$ cat config.mk
export PLATFORM = sky130hd
export DESIGN_NAME = rms_ctrl
export DESIGN_NICKNAME = d
export VERILOG_FILES = /design/src/rtl/rms_pkg.sv /design/src/rtl/rms_ctrl.sv
export SDC_FILE = /design/constraint.sdc
export NUM_CORES = 1
export LEC_CHECK = 0
export ABC_AREA = 1
export BUFFER_PORTS_ARGS = -buffer_cell sky130_fd_sc_hd__buf_2
export CORE_UTILIZATION = 54
export CTS_CLUSTER_DIAMETER = 60
export CTS_CLUSTER_SIZE = 14
export DETAILED_ROUTE_END_ITERATION = 8
export PLACE_DENSITY_LB_ADDON = 0.1
export SLEW_MARGIN = 20
export SYNTH_ARGS = -nofsm -noshare
export SYNTH_HDL_FRONTEND = slang
export SYNTH_SLANG_ARGS = --single-unit
$ cat constraint.sdc
create_clock -name clk_i -period 9.6 [get_ports clk_i]
set_input_delay 0.96 -clock clk_i [delete_from_list [all_inputs] [get_ports clk_i]]
set_output_delay 0.96 -clock clk_i [all_outputs]
set_load 0.03 [all_outputs]
$ cat src/rtl/rms_pkg.sv
package rms_pkg;

  localparam int unsigned Leaves   = 1024;
  localparam int unsigned LeafBits = (Leaves > 1) ? $clog2(Leaves) : 1;
  localparam int unsigned LeafBase = 1 << LeafBits;
  // node index 1 .. 2*LeafBase-1, node 0 unused
  localparam int unsigned NodeBits = LeafBits + 1;
  // span bounds reach 2*LeafBase
  localparam int unsigned IdxW     = LeafBits + 2;
  localparam int unsigned ValW     = 50;
  localparam int unsigned PosW     = 10;
  localparam int unsigned RangeW   = 11;

  typedef logic [ValW-1:0]     val_t;
  typedef logic [NodeBits-1:0] node_t;
  typedef logic [IdxW-1:0]     idx_t;

  localparam val_t Sentinel = 50'd1000000000000000;

  typedef struct packed {
    logic  we;
    node_t waddr;
    val_t  wdata;
    node_t raddr_a;
    node_t raddr_b;
  } mem_req_t;

  function automatic val_t min_val(input val_t a, input val_t b);
    return (a < b) ? a : b;
  endfunction

endpackage

$ cat src/rtl/rms_ctrl.sv
module rms_ctrl (
  input  logic                         clk_i,
  input  logic                         rst_ni,
  input  logic                         in_valid_i,
  output logic                         in_ready_o,
  input  logic                         mode_i,
  input  logic [rms_pkg::PosW-1:0]     position_i,
  input  logic [rms_pkg::ValW-1:0]     value_i,
  input  logic [rms_pkg::RangeW-1:0]   range_start_i,
  input  logic [rms_pkg::RangeW-1:0]   range_end_i,
  output logic                         out_valid_o,
  input  logic                         out_ready_i,
  output logic [rms_pkg::ValW-1:0]     minimum_o,
  output rms_pkg::mem_req_t            mem_req_o,
  input  rms_pkg::val_t                rd_a_i,
  input  rms_pkg::val_t                rd_b_i,
  input  logic                         clr_done_i
);
  import rms_pkg::*;

  localparam logic [2:0] StIdle   = 3'd0;
  localparam logic [2:0] StUpdWr  = 3'd1;
  localparam logic [2:0] StUpdMin = 3'd2;
  localparam logic [2:0] StQryRd  = 3'd3;
  localparam logic [2:0] StQryMin = 3'd4;

  logic [2:0] state_q, state_d;
  node_t      k_q, k_d;
  val_t       cur_q, cur_d;
  idx_t       l_q, l_d, r_q, r_d;
  val_t       m_q, m_d;
  logic       take_a_q, take_a_d, take_b_q, take_b_d;
  logic       out_valid_q, out_valid_d;
  val_t       out_min_q, out_min_d;

  logic       in_fire;
  idx_t       lo, hi, r_dec;
  val_t       val_sat, cand_a, cand_b;

  assign in_ready_o = (state_q == StIdle) && clr_done_i;
  assign in_fire    = in_valid_i && in_ready_o;

  assign val_sat = (value_i > Sentinel) ? Sentinel : value_i;
  assign lo      = (32'(range_start_i) > Leaves) ? idx_t'(Leaves) : idx_t'(range_start_i);
  assign hi      = (32'(range_end_i) > Leaves) ? idx_t'(Leaves) : idx_t'(range_end_i);
  assign r_dec   = r_q - idx_t'(1);
  assign cand_a  = take_a_q ? rd_a_i : Sentinel;
  assign cand_b  = take_b_q ? rd_b_i : Sentinel;

  always_comb begin
    state_d     = state_q;
    k_d         = k_q;
    cur_d       = cur_q;
    l_d         = l_q;
    r_d         = r_q;
    m_d         = m_q;
    take_a_d    = take_a_q;
    take_b_d    = take_b_q;
    out_valid_d = out_valid_q && !out_ready_i;
    out_min_d   = out_min_q;

    mem_req_o.we      = 1'b0;
    mem_req_o.waddr   = k_q;
    mem_req_o.wdata   = cur_q;
    mem_req_o.raddr_a = k_q ^ node_t'(1);
    mem_req_o.raddr_b = r_dec[NodeBits-1:0];

    case (state_q)
      StIdle: begin
        if (in_fire) begin
          if (!mode_i) begin
            // positions past the leaf count are dropped
            if (32'(position_i) < Leaves) begin
              k_d     = node_t'(LeafBase + 32'(position_i));
              cur_d   = val_sat;
              state_d = StUpdWr;
            end
          end else begin
            l_d     = lo + idx_t'(LeafBase);
            r_d     = hi + idx_t'(LeafBase);
            m_d     = Sentinel;
            state_d = StQryRd;
          end
        end
      end
      StUpdWr: begin
        // write this node, fetch its sibling for the parent
        mem_req_o.we = 1'b1;
        if (k_q == node_t'(1)) begin
          state_d = StIdle;
        end else begin
          state_d = StUpdMin;
        end
      end
      StUpdMin: begin
        cur_d   = min_val(cur_q, rd_a_i);
        k_d     = k_q >> 1;
        state_d = StUpdWr;
      end
      StQryRd: begin
        mem_req_o.raddr_a = l_q[NodeBits-1:0];
        if (l_q < r_q) begin
          take_a_d = l_q[0];
          take_b_d = r_q[0];
          l_d      = (l_q + idx_t'(l_q[0])) >> 1;
          r_d      = r_q >> 1;
          state_d  = StQryMin;
        end else if (!out_valid_q || out_ready_i) begin
          out_valid_d = 1'b1;
          out_min_d   = m_q;
          state_d     = StIdle;
        end
      end
      StQryMin: begin
        m_d     = min_val(m_q, min_val(cand_a, cand_b));
        state_d = StQryRd;
      end
      default: begin
        state_d = StIdle;
      end
    endcase
  end

  always_ff @(posedge clk_i or negedge rst_ni) begin
    if (!rst_ni) begin
      state_q     <= StIdle;
      out_valid_q <= 1'b0;
    end else begin
      state_q     <= state_d;
      out_valid_q <= out_valid_d;
    end
  end

  always_ff @(posedge clk_i) begin
    k_q       <= k_d;
    cur_q     <= cur_d;
    l_q       <= l_d;
    r_q       <= r_d;
    m_q       <= m_d;
    take_a_q  <= take_a_d;
    take_b_q  <= take_b_d;
    out_min_q <= out_min_d;
  end

  assign out_valid_o = out_valid_q;
  assign minimum_o   = out_min_q;

endmodule

==> impl_metrics.yaml <==
placement:
  placed_area_sq_um: 14500
  gp_congestion: 0.947
  dp_slack_ns: 3.21
  port_buffers: 323
  place_hpwl_mm: 31.0
synthesis:
  yosys_warnings: 0
  synth_area_leaders: "edfxtp_1 (45%), ha_1 (16%), nand2_1 (9.1%)"
  synth_cell_types: 40
  syn-num-nets: 1781
  yosysSeqAreaShare_pct: 45.4
  ys_seq_elements: 191
  synth_top_area_share_pct: 44.6
  synth-edff-count: 187
  synth_common_cells: "nand2_1 (305), edfxtp_1 (187), inv_1 (177)"
  synthArstFlopShare_pct: 2.09
  muxShareOfSynthArea_pct: 0
  synth-compound-area-share_pct: 11.8
  synth_top_family_by_area: "simple AND/OR/NAND/NOR gates"
  synth_area_sq_um: 12600
  synth.most_common_cell: "nand2_1"
  synth_flop_cell: "edfxtp_1"
  avgSynthCellArea_sq_um: 8.78
  yosys.area.top_type: "edfxtp_1"
  synthAdderAreaFrac_pct: 15.7
  syn_inst: 1435
  synth_xor_area_share_pct: 0.626
  synth-simple-area-share_pct: 19.4
timing:
  hold_violations: 0
  tns_ns: 0
  worst_pin_slew_ns: 1.03
  relSlewSlack_pct: 31.2
  layout_setup_ws_ns: 3.10
  holdWs_ns: 0.330
  finalCriticalPeriod_ns: 6.50
  max_freq_mhz: 154
  finClkSkew_ns: 0.0163
  final.period_utilization_pct: 67.7
  finalSetupViolations: 0
  rsz0062_at_grt: "false"
  maxSlewViolCount: 0
die:
  die_h_um: 155
  initial_core_util_pct: 55.3
  core-area_sq_um: 22800
  num_rows: 55
  die_area_sq_um: 23900
  pin_count: 324
  dieWidth_um: 155
clock_tree:
  clock-sinks: 191
  post_cts_resized: 0
  cts_made_buffers: 17
  cts_tree: "yes"
  clockBufferDepth: 2
  root_buffer: "clkbuf_16"
  htree_levels: 4
  cts_setup_buffers: 0
  clk_pin_slew_ns: 0.07
  worstSkewPairLatency_ns: 0.44
  cts_hold_buf: 0
power:
  power_mw: 4.50
  cellPowerDensity_nw_per_um2: 298
  leakage_nw: 7.11
  vdd_drop_max_uv: 216
run_status:
  status: "finished, final reports clean"
global_route:
  grt_pass1_wl_mm: 59.5
  grtUsageTotal_pct: 32.8
  gr-total-overflow: 0
  grt_antenna_before_repair: 6
  grt_max_degree: 111
  grt_pass1_vias: 11100
routing:
  drt_wl_total_mm: 38.6
  drt_iter0_drc: 919
  first_pass_iters: 5
  vias_per_cell: 5.57
  drc: 0
  antenna_left: 0
  vias: 11600
  wl_per_cell_um: 18.6
worst_setup_path:
  required_ns: 9.67
  end_kind: "register"
  r2r-start: "take_b_q$_DFFE_PP_"
  cp.arrival_ns: 6.57
  ff2ff_path_depth: 22
  cp_max_fo: 55
  start_kind: "register"
  r2r-end: "m_q[14]$_SDFFCE_PN0P_"
  r2r_slack_ns: 3.10
  worstSetupPathType: "register to register"
hold_path:
  hp-class: "input port to asynchronous set/reset pin"
cells_and_area:
  nets: 2089
  drive_gt1_share_pct: 21.8
  final_area_sq_um: 15100
  area_growth_pct: 19.9
job:
  maxCapViolations: 0
-- worst max-delay path by stage --
stage	start	end	slack, ns	cells after the start
floorplan	rd_a_i[17]	m_q[0]$_SDFFCE_PN0P_	2.70	23
detailed placement	rd_a_i[37]	m_q[21]$_SDFFCE_PN0P_	3.21	21
global route	take_b_q$_DFFE_PP_	m_q[31]$_SDFFCE_PN1P_	2.62	23
global placement	rd_a_i[37]	m_q[27]$_SDFFCE_PN0P_	3.36	19
finish	take_b_q$_DFFE_PP_	m_q[14]$_SDFFCE_PN0P_	3.10	22
CTS	take_b_q$_DFFE_PP_	m_q[13]$_SDFFCE_PN0P_	3.22	21
-- cell usage in the layout (no fill, tap or decap), types with 4 or more instances in the layout --
master,Yosys,layout
a21oi_1,86,83
o21ai_0,124,124
nand3_1,71,70
inv_8,0,6
o21a_1,5,5
buf_2,4,323
nand2_1,305,305
nand4_1,22,22
xor2_1,9,9
inv_1,177,176
o21ai_1,10,10
nor2_1,133,132
dfrtp_1,4,4
diode_2,0,6
clkbuf_16,0,17
o211ai_1,6,6
ha_1,158,158
a211oi_1,6,6
a31oi_1,17,17
nor3_1,18,17
edfxtp_1,187,187
buf_4,2,12
clkinvlp_4,0,4
or2_2,4,4
o31ai_1,4,4
nor4_1,16,16
a21o_1,4,4
o221ai_1,4,4
-- critical path, stage by stage, from the launching register on --
cell      delay [ns]
edfxtp_1        0.36
buf_4           0.24
inv_1           0.54
nor2_1          0.18
ha_1            0.34
nand2_1         0.06
nor2_1          0.12
nand4_1         0.12
inv_1           0.09
nand2_1         0.08
nor2_1          0.11
nand2_1         0.09
nand3_2         0.52
buf_4           0.52
o21ai_0         0.22
ha_1            0.35
nand4_1         0.14
nor4_1          0.31
or3b_2          0.50
o21ai_0         0.18
nor2_1          0.09
a21oi_4         0.35
buf_4           0.54
-- layer usage --
| metal | track usage, % | wire length, um | up-vias |
|---|---|---|---|
| met3 | 5.58 | 2820 | 87 |
| met5 | 0 | 0 | - |
| met1 | 43.3 | 16400 | 5343 |
| li1 | - | - | 5591 |
| met2 | 52.6 | 17700 | 534 |
| met4 | 15.7 | 1650 | 0 |
-- logic make-up after synthesis --
kind of cell	Yosys count
AND/OR/NAND/NOR	580
AO/OA/AOI/OAI	271
buffers and inverters	226
flip-flops	191
adder cells (fa/ha/maj)	158
XOR/XNOR	9
-- registers in the layout, summed over array words and instances, names as in the netlist --
| signal | cells |
|---|---|
| take_a_q | 1 |
| take_b_q | 1 |
| out_valid_o | 1 |
| k_q | 11 |
| r_q | 12 |
| state_q | 3 |
| cur_q | 50 |
| minimum_o | 50 |
| l_q | 12 |
| m_q | 50 |
-- stage by stage --
stage | cells | util (%)
6_report | 2074 | 66.4
5_1_grt | 2074 | 66.4
4_1_cts | 2066 | 66.2
3_5_place_dp | 2035 | 63.7
3_3_place_gp | 2035 | 63.7
2_1_floorplan | 1435 | -
-- where the power goes --
group	leakage (nW)	switching [mW]	internal (mW)
registers	1.75	0.190	1.34
logic	5.10	1.61	0.667
clock network	0.260	0.346	0.341
-- final cells by class --
| type | instances | area [sq um] |
|---|---|---|
| Antenna cell | 6 | 15.0 |
| Multi-Input combinational cell | 1018 | 6040 |
| Tap cell | 313 | 392 |
| Clock inverter | 14 | 128 |
| Sequential cell | 191 | 5720 |
| Clock buffer | 17 | 425 |
| Fill cell | 1959 | 7660 |
| Inverter | 178 | 668 |
| Timing Repair Buffer | 337 | 1730 |
No activity file was read; power rests on OpenSTA's default activity.
